$ cat config.mk
export PLATFORM = sky130hd
export DESIGN_NAME = sorted_insert_table_top
export DESIGN_NICKNAME = d
export VERILOG_FILES = /design/src/hdl/sit_pkg.sv /design/src/hdl/sorted_insert_table_top.sv /design/src/hdl/sit_store.sv /design/src/hdl/sit_seq.sv
export VERILOG_INCLUDE_DIRS = /design/src /design/src/hdl
export SDC_FILE = /design/constraint.sdc
export NUM_CORES = 1
export LEC_CHECK = 0
export BUFFER_PORTS_ARGS = -buffer_cell sky130_fd_sc_hd__buf_2
export CAP_MARGIN = 25
export CORE_MARGIN = 2
export CORE_UTILIZATION = 40
export DETAILED_ROUTE_END_ITERATION = 16
export MAX_ROUTING_LAYER = met4
export SYNTH_ARGS = -nofsm -noshare
export SYNTH_HDL_FRONTEND = slang
export SYNTH_SLANG_ARGS = --single-unit
$ cat constraint.sdc
create_clock -name i_clk -period 10.7 [get_ports i_clk]
set_clock_uncertainty 0.15 [all_clocks]
set_input_delay 2.14 -clock i_clk [delete_from_list [all_inputs] [get_ports i_clk]]
set_output_delay 2.14 -clock i_clk [all_outputs]
set_load 0.02 [all_outputs]
$ cat src/hdl/sorted_insert_table_top_defines.svh
// Assertion macros for the sorted insert table sequencer.
`ifndef SORTED_INSERT_TABLE_TOP_DEFINES_SVH
`define SORTED_INSERT_TABLE_TOP_DEFINES_SVH

`ifndef SYNTH
// Checked on every clock edge outside of reset.
`define SIT_ASSERT(lbl, prop, msg) \
    lbl: assert property (@(posedge i_clk) disable iff (!i_rst_n) prop) else $error(msg);
// Checked on every clock edge, reset included.
`define SIT_ASSERT_ALWAYS(lbl, prop, msg) \
    lbl: assert property (@(posedge i_clk) prop) else $error(msg);
`else
`define SIT_ASSERT(lbl, prop, msg)
`define SIT_ASSERT_ALWAYS(lbl, prop, msg)
`endif

`endif

$ cat src/hdl/sit_pkg.sv
// Shared types and codes for the sorted insert table.
package sit_pkg;

    // Request kinds on the input channel.
    typedef enum logic {
        REQ_INSERT = 1'b0,
        REQ_READ   = 1'b1
    } t_req_type;

    // Status codes reported with every result.
    typedef enum logic [1:0] {
        ST_OK    = 2'd0,
        ST_FULL  = 2'd1,
        ST_RANGE = 2'd2
    } t_status;

    // Sequencer states.
    typedef enum logic [2:0] {
        S_IDLE,
        S_FETCH,
        S_CMP,
        S_PLACE,
        S_RDATA,
        S_DONE
    } t_state;

    // Result handoff from the sequencer to the output stage.
    typedef struct packed {
        logic    done;
        t_status status;
    } t_seq_res;

endpackage

$ cat src/hdl/sorted_insert_table_top.sv
// Top level of the sorted insert table: sequencer, entry memory and output register.
//
// Keeps up to DEPTH signed values in ascending order. Input beats carry a
// request: insert i_value in order, or read the entry at 1-based rank
// i_position (rank 0 reads rank 1). Every input beat gives exactly one
// output beat with the read value, a status and the entry count after it.
// Both channels use valid and stall; a beat moves when valid is high and
// stall is low.
// One request is worked on at a time, and o_in_stall is high meanwhile.
// A read passes through fetch and read-data states before its result is ready; a dropped
// insert or a failed read goes straight to the result. An insert fetches and compares
// each larger entry in turn and moves it up, and ends in a place state when it lands at
// the bottom of the table: each move is one read and one write of the entry memory
// through the shared comparator. The next request is accepted in the cycle after the
// previous result enters the output register.
// The output register frees the sequencer, so the next request is accepted
// while a result still waits; a stalled result holds its fields.
// Reset clears the entry count and the control state; the entry memory
// needs no clearing pass, since only entries below the count are read.
module sorted_insert_table_top #(
    parameter int DEPTH       = 16,
    parameter int VALUE_WIDTH = 32
) (
    input  logic                           i_clk,
    input  logic                           i_rst_n,
    input  logic                           i_in_valid,
    output logic                           o_in_stall,
    input  logic                           i_req_type,
    input  logic signed [VALUE_WIDTH-1:0]  i_value,
    input  logic [$clog2(DEPTH+1)-1:0]     i_position,
    output logic                           o_out_valid,
    input  logic                           i_out_stall,
    output logic signed [VALUE_WIDTH-1:0]  o_read_value,
    output logic [1:0]                     o_status,
    output logic [$clog2(DEPTH+1)-1:0]     o_entry_count
);
    import sit_pkg::*;

    localparam int CNT_W  = $clog2(DEPTH + 1);
    localparam int ADDR_W = $clog2(DEPTH);

    t_seq_res                      seq_res;
    logic                          seq_busy;
    logic                          take;
    logic signed [VALUE_WIDTH-1:0] res_value;
    logic [CNT_W-1:0]              res_count;
    logic                          wr_en;
    logic [ADDR_W-1:0]             wr_addr;
    logic signed [VALUE_WIDTH-1:0] wr_data;
    logic [ADDR_W-1:0]             rd_addr;
    logic signed [VALUE_WIDTH-1:0] rd_data;

    logic                          r_out_valid;
    logic signed [VALUE_WIDTH-1:0] r_out_value;
    t_status                       r_out_status;
    logic [CNT_W-1:0]              r_out_count;

    sit_seq #(
        .DEPTH       (DEPTH),
        .VALUE_WIDTH (VALUE_WIDTH)
    ) u_seq (
        .i_clk       (i_clk),
        .i_rst_n     (i_rst_n),
        .i_in_valid  (i_in_valid),
        .i_req_type  (i_req_type),
        .i_value     (i_value),
        .i_position  (i_position),
        .o_busy      (seq_busy),
        .i_take      (take),
        .o_res       (seq_res),
        .o_res_value (res_value),
        .o_res_count (res_count),
        .o_wr_en     (wr_en),
        .o_wr_addr   (wr_addr),
        .o_wr_data   (wr_data),
        .o_rd_addr   (rd_addr),
        .i_rd_data   (rd_data)
    );

    sit_store #(
        .DEPTH       (DEPTH),
        .VALUE_WIDTH (VALUE_WIDTH)
    ) u_store (
        .i_clk     (i_clk),
        .i_wr_en   (wr_en),
        .i_wr_addr (wr_addr),
        .i_wr_data (wr_data),
        .i_rd_addr (rd_addr),
        .o_rd_data (rd_data)
    );

    // A finished result moves into the output register once it is free.
    assign take = seq_res.done && (!r_out_valid || !i_out_stall);

    // Output register valid flag.
    always_ff @(posedge i_clk) begin
        if (!i_rst_n) begin
            r_out_valid <= 1'b0;
        end else if (take) begin
            r_out_valid <= 1'b1;
        end else if (!i_out_stall) begin
            r_out_valid <= 1'b0;
        end
    end

    // Output register payload.
    always_ff @(posedge i_clk) begin
        if (take) begin
            r_out_value  <= res_value;
            r_out_status <= seq_res.status;
            r_out_count  <= res_count;
        end
    end

    assign o_in_stall    = seq_busy;
    assign o_out_valid   = r_out_valid;
    assign o_read_value  = r_out_value;
    assign o_status      = r_out_status;
    assign o_entry_count = r_out_count;

endmodule

$ cat src/hdl/sit_store.sv
// Entry memory of the sorted insert table: one write port, one registered read port.
module sit_store #(
    parameter int DEPTH       = 16,
    parameter int VALUE_WIDTH = 32
) (
    input  logic                           i_clk,
    input  logic                           i_wr_en,
    input  logic [$clog2(DEPTH)-1:0]       i_wr_addr,
    input  logic signed [VALUE_WIDTH-1:0]  i_wr_data,
    input  logic [$clog2(DEPTH)-1:0]       i_rd_addr,
    output logic signed [VALUE_WIDTH-1:0]  o_rd_data
);

    logic signed [VALUE_WIDTH-1:0] r_mem [DEPTH];
    logic signed [VALUE_WIDTH-1:0] r_rd_data;

    // Write port.
    always_ff @(posedge i_clk) begin
        if (i_wr_en) begin
            r_mem[i_wr_addr] <= i_wr_data;
        end
    end

    // Registered read port.
    always_ff @(posedge i_clk) begin
        r_rd_data <= r_mem[i_rd_addr];
    end

    assign o_rd_data = r_rd_data;

endmodule

$ cat src/hdl/sit_seq.sv
// Sequencer of the sorted insert table: request decode, shift loop and shared comparator.
`include "sorted_insert_table_top_defines.svh"

module sit_seq #(
    parameter int DEPTH       = 16,
    parameter int VALUE_WIDTH = 32
) (
    input  logic                              i_clk,
    input  logic                              i_rst_n,
    input  logic                              i_in_valid,
    input  logic                              i_req_type,
    input  logic signed [VALUE_WIDTH-1:0]     i_value,
    input  logic [$clog2(DEPTH+1)-1:0]        i_position,
    output logic                              o_busy,
    input  logic                              i_take,
    output sit_pkg::t_seq_res                 o_res,
    output logic signed [VALUE_WIDTH-1:0]     o_res_value,
    output logic [$clog2(DEPTH+1)-1:0]        o_res_count,
    output logic                              o_wr_en,
    output logic [$clog2(DEPTH)-1:0]          o_wr_addr,
    output logic signed [VALUE_WIDTH-1:0]     o_wr_data,
    output logic [$clog2(DEPTH)-1:0]          o_rd_addr,
    input  logic signed [VALUE_WIDTH-1:0]     i_rd_data
);
    import sit_pkg::*;

    localparam int CNT_W  = $clog2(DEPTH + 1);
    localparam int ADDR_W = $clog2(DEPTH);

    t_state                        r_state, n_state;
    logic                          r_is_read, n_is_read;
    logic signed [VALUE_WIDTH-1:0] r_val, n_val;
    logic [CNT_W-1:0]              r_idx, n_idx;
    logic [CNT_W-1:0]              r_count, n_count;
    logic signed [VALUE_WIDTH-1:0] r_res_val, n_res_val;
    t_status                       r_res_st, n_res_st;
    logic [CNT_W-1:0]              rank;
    logic [CNT_W-1:0]              idx_m1;
    logic                          entry_less;

    // Rank zero reads the smallest entry, like rank one.
    assign rank = (i_position == '0) ? CNT_W'(1) : i_position;
    assign idx_m1 = r_idx - CNT_W'(1);

    // Shared comparator: stored entry strictly below the value being inserted.
    assign entry_less = (i_rd_data < r_val);

    // State register and datapath registers.
    always_ff @(posedge i_clk) begin
        if (!i_rst_n) begin
            r_state <= S_IDLE;
            r_count <= '0;
        end else begin
            r_state <= n_state;
            r_count <= n_count;
        end
        r_is_read <= n_is_read;
        r_val     <= n_val;
        r_idx     <= n_idx;
        r_res_val <= n_res_val;
        r_res_st  <= n_res_st;
    end

    // Next state, memory control and result.
    always_comb begin
        n_state   = r_state;
        n_is_read = r_is_read;
        n_val     = r_val;
        n_idx     = r_idx;
        n_count   = r_count;
        n_res_val = r_res_val;
        n_res_st  = r_res_st;
        o_wr_en   = 1'b0;
        o_wr_addr = r_idx[ADDR_W-1:0];
        o_wr_data = r_val;
        o_rd_addr = idx_m1[ADDR_W-1:0];

        unique case (r_state)
            S_IDLE: begin
                if (i_in_valid) begin
                    n_is_read = (i_req_type == REQ_READ);
                    n_val     = i_value;
                    n_res_val = '0;
                    n_res_st  = ST_OK;
                    if (i_req_type == REQ_READ) begin
                        if (rank > r_count) begin
                            // Rank beyond the stored entries, empty table included.
                            n_res_val = '1;
                            n_res_st  = ST_RANGE;
                            n_state   = S_DONE;
                        end else begin
                            n_idx   = rank;
                            n_state = S_FETCH;
                        end
                    end else if (r_count == CNT_W'(DEPTH)) begin
                        // Full table: the insert is dropped.
                        n_res_st = ST_FULL;
                        n_state  = S_DONE;
                    end else begin
                        // Start the scan at the top of the occupied range.
                        n_idx   = r_count;
                        n_state = (r_count == '0) ? S_PLACE : S_FETCH;
                    end
                end
            end

            S_FETCH: begin
                n_state = r_is_read ? S_RDATA : S_CMP;
            end

            S_CMP: begin
                if (entry_less) begin
                    // Slot found above a smaller entry.
                    o_wr_en = 1'b1;
                    n_count = r_count + CNT_W'(1);
                    n_state = S_DONE;
                end else begin
                    // Move the larger entry up one place.
                    o_wr_en   = 1'b1;
                    o_wr_data = i_rd_data;
                    n_idx     = idx_m1;
                    n_state   = (idx_m1 == '0) ? S_PLACE : S_FETCH;
                end
            end

            S_PLACE: begin
                o_wr_en = 1'b1;
                n_count = r_count + CNT_W'(1);
                n_state = S_DONE;
            end

            S_RDATA: begin
                n_res_val = i_rd_data;
                n_state   = S_DONE;
            end

            S_DONE: begin
                if (i_take) begin
                    n_state = S_IDLE;
                end
            end

            default: begin
                n_state = S_IDLE;
            end
        endcase
    end

    assign o_busy      = (r_state != S_IDLE);
    assign o_res       = '{done: (r_state == S_DONE), status: r_res_st};
    assign o_res_value = r_res_val;
    assign o_res_count = r_count;

    // The count never exceeds the table depth.
    `SIT_ASSERT(a_count_bound, r_count <= CNT_W'(DEPTH), "stored count above depth")
    // The count only ever grows by one, and only when an insert completes.
    `SIT_ASSERT(a_count_step,
        (r_count != $past(r_count)) |->
        (r_count == $past(r_count) + CNT_W'(1) && r_state == S_DONE),
        "stored count moved by other than one insert")
    // A fetch always addresses an occupied entry.
    `SIT_ASSERT(a_fetch_range, (r_state == S_FETCH) |-> (r_idx != '0 && r_idx <= r_count), "fetch outside occupied range")
    // Writes stay inside the table.
    `SIT_ASSERT(a_write_range, o_wr_en |-> (r_idx < CNT_W'(DEPTH) && r_idx <= r_count), "write outside table")

endmodule

==> impl.org <==
** Outcome
- The flow ran to the end, and the final reports show no timing, DRC or antenna violations.

** GRT
- Final global-route overflow total :: 0
- Across every metal layer, demand over resource in global routing totals 0.1821.
- Number of antenna violations at the first check in global routing :: 1
- Global-route wire length before repair :: between 80,000 and 90,000 um
- Largest net degree at the start of global routing :: 62
- Vias in the first global route :: 12,310

** Floorplanning
- Core footprint :: ~63,000 sq um
- IO Count :: 83
- Die Y-Extent :: about 260 um
- Area of the die :: approximately 66,000 sq um
- Initial core utilization :: 0.4059
- In this run the horizontal extent of the chip is 257.5 um.
- In this run the core area contains 92 standard-cell rows.

** Final layout
- Net total in the final layout :: 1,404
- The area growth from synthesis to layout is 14.83%.
- In the final layout, the share of cells above drive strength 1 is 0.3358.
- The layout has 5,293 filler cells.
- Summing all multi-input logic gate instances after layout gives ~5900 sq um.
- Registers take slightly below 20,000 sq um.
- Measured on the finished design, the core utilization comes to 0.4661.

** Yosys
- Area of the mapped netlist :: roughly 26,000 sq um
- Yosys mapped a number of flops with a built-in enable equal to 623.
- Number of nets in the synthesized netlist :: 1,278
- Area fraction of the dominant cell type after synthesis :: 0.7281
- The synthesized design spends more area on one cell type than any other, namely sky130_fd_sc_hd__edfxtp_1.
- In the synthesized netlist the dominant register cell turns out to be sky130_fd_sc_hd__edfxtp_1.
- Synthesis inferred 664 register bits.
- Cell types occupying the most area after synthesis :: sky130_fd_sc_hd__edfxtp_1 (73%), sky130_fd_sc_hd__mux4_2 (14%), sky130_fd_sc_hd__dfxtp_1 (3.2%), sky130_fd_sc_hd__ha_1 (2.1%), sky130_fd_sc_hd__mux2_4 (1.6%)
- A synthesized cell averages ~22 sq um.
- Yosys mapped the design onto 47 distinct sky130hd cell types.
- Mapped Cells :: about 1,200
- By count the netlist is led by sky130_fd_sc_hd__edfxtp_1 (623), sky130_fd_sc_hd__mux4_2 (160), sky130_fd_sc_hd__inv_1 (45).
- Cell with the most instances after synthesis :: sky130_fd_sc_hd__edfxtp_1
- Sequential element share of the synthesized area :: 0.7600
- For this run, the number of Yosys warnings is 0.
- After synthesis, the share of flip-flops with an asynchronous set or reset is 0.

** Route
- Met3 WL post-DR :: 3109 um
- First-pass iteration count of the detailed router :: 5
- Final routed DRC violation total :: 0
- DRT Wirelength :: 57,770 um
- Once detail routing completed, the nets flagged for antenna violations numbered 0.
- After detailed routing, the number of vias per cell comes to between 5 and 6.
- Top Metal Used :: met4
- Routed wire length on met2 :: 28,570 um
- Starting DRC count in detailed routing :: 1,084
- After detailed routing, the average wire length per cell comes to between 20 and 30 um.
- The final route contains between 10,000 and 15,000 vias.
- Length of routed wiring on met1 :: 25,130 um

** STA
- Worst Max-Slew Pin Slew :: 0.9772 ns
- RSZ-0062 raised after global routing :: false
- The worst pin sits at a relative slew slack of 0.3475.
- Final number of setup-violating endpoints :: 0
- Derived from the worst setup path, the maximum achievable clock frequency is 234.5 MHz.
- Final min period :: 4.264 ns
- Summed over all failing endpoints, the final setup total negative slack is 0 ns.
- The max-slew violation total from the final report is 0.
- In the finished design, the share of the clock period the worst path needs comes to 0.3985.
- Final hold violation count :: 0

** Min path
- Worst hold path startpoint :: u_seq.o_res_value[7]
- The tightest min-delay check is of the register to register type.
- Hold Path Cell Cnt :: 0
- The path with the worst hold slack has its endpoint at o_read_value[7].

** Critical path
- The endpoint identified for the worst register-to-register timing path is u_store.r_mem[12][18].
- The worst setup path is launched from a register.
- STA classifies the critical path endpoint as a register.
- In this run the register-to-register setup slack is between 6 and 7 ns.
- Endpoint arrival time on the critical path :: 4.43 ns
- Of all nets on the critical path, the largest fanout is 19.
- At the worst endpoint, the required time is approximately 11 ns.
- For the worst flop-to-flop path, the logic depth is 11.
- In this run the critical register-to-register path is launched from u_seq.r_val[15].
- Crit Path Class :: register to register

** Power
- Summed over all cells, the static leakage comes to 9.788 nW.
- Of the total power, registers draw 0.456.
- Peak supply drop :: 0.0001508 V
- Of the total power, the clock network draws 0.294.
- Cell Int Power :: 5.489 mW
- Of the total power, the share spent switching nets is 0.2838.
- Total power density per cell area :: 259.7 nW/um^2
- Comb power frac :: 0.250
- Net load switching power :: 2.175 mW

** CTS
- TritonCTS built the clock tree.
- The clock tree synthesis step divided the H-tree into 3 levels.
- CTS saw 664 sinks.
- Once the clock tree was built, the setup fixing pass inserted 0 buffers.
- For the worst-skew pair, the clock arrives at the later sink with an insertion delay of approximately 0.60 ns.
- After clock tree synthesis, the clock-pin slew on the worst setup and hold paths is 0.06 ns.
- Number of buffers added by the clock tree synthesis step :: 67
- Root buffer cell :: sky130_fd_sc_hd__clkbuf_16
- CTS resizes :: 0
- In this run the deepest clock path goes through 3 buffers.
- Total of hold buffers inserted after clock tree synthesis :: 0

** Placement
- Buffers placed on the I/O ports in this run total between 80 and 90.
- Final estimated routing congestion in global placement :: approximately 0.78
- Detailed placement ended at an HPWL of 31,310 um.

** Job
- Max-cap violations in this run came to 0.
==> critical path, cell delays in order (launching register included) <==
cell,delay (ns)
sky130_fd_sc_hd__edfxtp_1,0.41
sky130_fd_sc_hd__inv_1,0.06
sky130_fd_sc_hd__ha_1,0.31
sky130_fd_sc_hd__nand4_1,0.18
sky130_fd_sc_hd__nor3_1,0.47
sky130_fd_sc_hd__a32oi_1,0.22
sky130_fd_sc_hd__a21oi_1,0.45
sky130_fd_sc_hd__nor2_2,0.08
sky130_fd_sc_hd__xor2_1,0.16
sky130_fd_sc_hd__nand2_2,0.59
sky130_fd_sc_hd__buf_4,0.46
sky130_fd_sc_hd__mux2_4,0.42
==> registers in the layout, indices dropped and copies added, names as in the netlist, 5 cells and up <==
register and flops:
u_seq.o_res_count 5, u_store.o_rd_data 32, u_store.r_mem 512, o_read_value 32, o_entry_count 5, u_seq.o_res_value 32
u_seq.r_val 32, u_seq.r_idx 5
==> layout make-up <==
cell class / count / area share
Antenna cell: 1 / 0.00008481
Clock buffer: 100 / 0.06772
Clock inverter: 20 / 0.004028
Inverter: 45 / 0.005724
Multi-Input combinational cell: 427 / 0.2013
Sequential cell: 664 / 0.6619
Tap cell: 846 / 0.03587
Timing Repair Buffer: 114 / 0.02341
==> stage by stage <==
stage | instance area [sq um] | total power [mW] | std cells | hold slack (ns) | setup slack, ns
floorplan | 25700 | 4.837 | 1193 | 0.2503 | 4.849
global placement | 27330 | 5.437 | 2094 | 0.2565 | 6.095
detailed placement | 27360 | 5.479 | 2095 | 0.2554 | 6.052
CTS | 29480 | 7.739 | 2215 | 0.2696 | 6.338
global route | 29510 | 7.986 | 2217 | 0.2734 | 6.147
finish | 29510 | 7.664 | 2217 | 0.2683 | 6.436
==> logic make-up (layout without fill, tap and decap cells) <==
family          Yosys count  in the layout  share of synthesized area
flops                   664            664                     0.7600
mux                     196            196                     0.1599
buf+inv                 102            279                    0.01602
simple gates             94             94                    0.01714
compound gates           88             88                    0.02396
fa+ha+maj                43             43                    0.02094
xor+xnor                  6              6                   0.002045
other cells               0              1                          0
==> power by group through the flow <==
stage | combinational, mW | sequential, mW | clock (mW)
final | 1.91 | 3.49 | 2.26
after global routing | 2.08 | 3.52 | 2.40
after CTS | 1.94 | 3.49 | 2.31
after detailed placement | 1.93 | 3.55 | 0
after global placement | 1.89 | 3.55 | 0
after floorplan | 1.37 | 3.47 | 0
==> layer usage <==
metal,track usage,up-vias
li1,-,5175
met1,0.2438,6398
met2,0.2913,364
met3,0.02857,72
met4,0.05090,0
met5,-,-
==> cell usage in the layout, fill, tap and decap left out, types with 3 or more instances in the layout <==
cell type and count:
sky130_fd_sc_hd__a21oi_1 21, sky130_fd_sc_hd__a31o_2 32, sky130_fd_sc_hd__buf_2 82, sky130_fd_sc_hd__buf_4 30, sky130_fd_sc_hd__clkbuf_1 20, sky130_fd_sc_hd__clkbuf_16 73, sky130_fd_sc_hd__clkbuf_8 7, sky130_fd_sc_hd__clkinv_1 9
sky130_fd_sc_hd__clkinv_2 8, sky130_fd_sc_hd__dfxtp_1 40, sky130_fd_sc_hd__edfxtp_1 623, sky130_fd_sc_hd__ha_1 42, sky130_fd_sc_hd__inv_1 44, sky130_fd_sc_hd__mux2_2 4, sky130_fd_sc_hd__mux2_4 28, sky130_fd_sc_hd__mux2i_1 4
sky130_fd_sc_hd__mux4_2 160, sky130_fd_sc_hd__nand2_1 25, sky130_fd_sc_hd__nand3_1 5, sky130_fd_sc_hd__nand4_1 5, sky130_fd_sc_hd__nor2_1 18, sky130_fd_sc_hd__nor2_4 13, sky130_fd_sc_hd__nor2b_1 3, sky130_fd_sc_hd__nor3_1 4
sky130_fd_sc_hd__nor3_2 5, sky130_fd_sc_hd__o21ai_0 16, sky130_fd_sc_hd__or2_2 3, sky130_fd_sc_hd__xnor2_1 3
==> worst max-delay path by stage <==
stage | start | to | slack [ns] | cells past startpoint
floorplan | i_in_valid | u_seq.r_state[1] | 4.85 | 5
global placement | i_position[1] | u_seq.r_idx[2] | 6.10 | 9
detailed placement | i_position[1] | u_seq.r_idx[4] | 6.05 | 9
CTS | u_seq.r_idx[0] | u_store.o_rd_data[19] | 6.34 | 7
global route | u_seq.r_idx[0] | u_store.o_rd_data[19] | 6.15 | 7
finish | u_seq.r_val[15] | u_store.r_mem[12][18] | 6.44 | 11
Power figures use the tool's default switching activity.
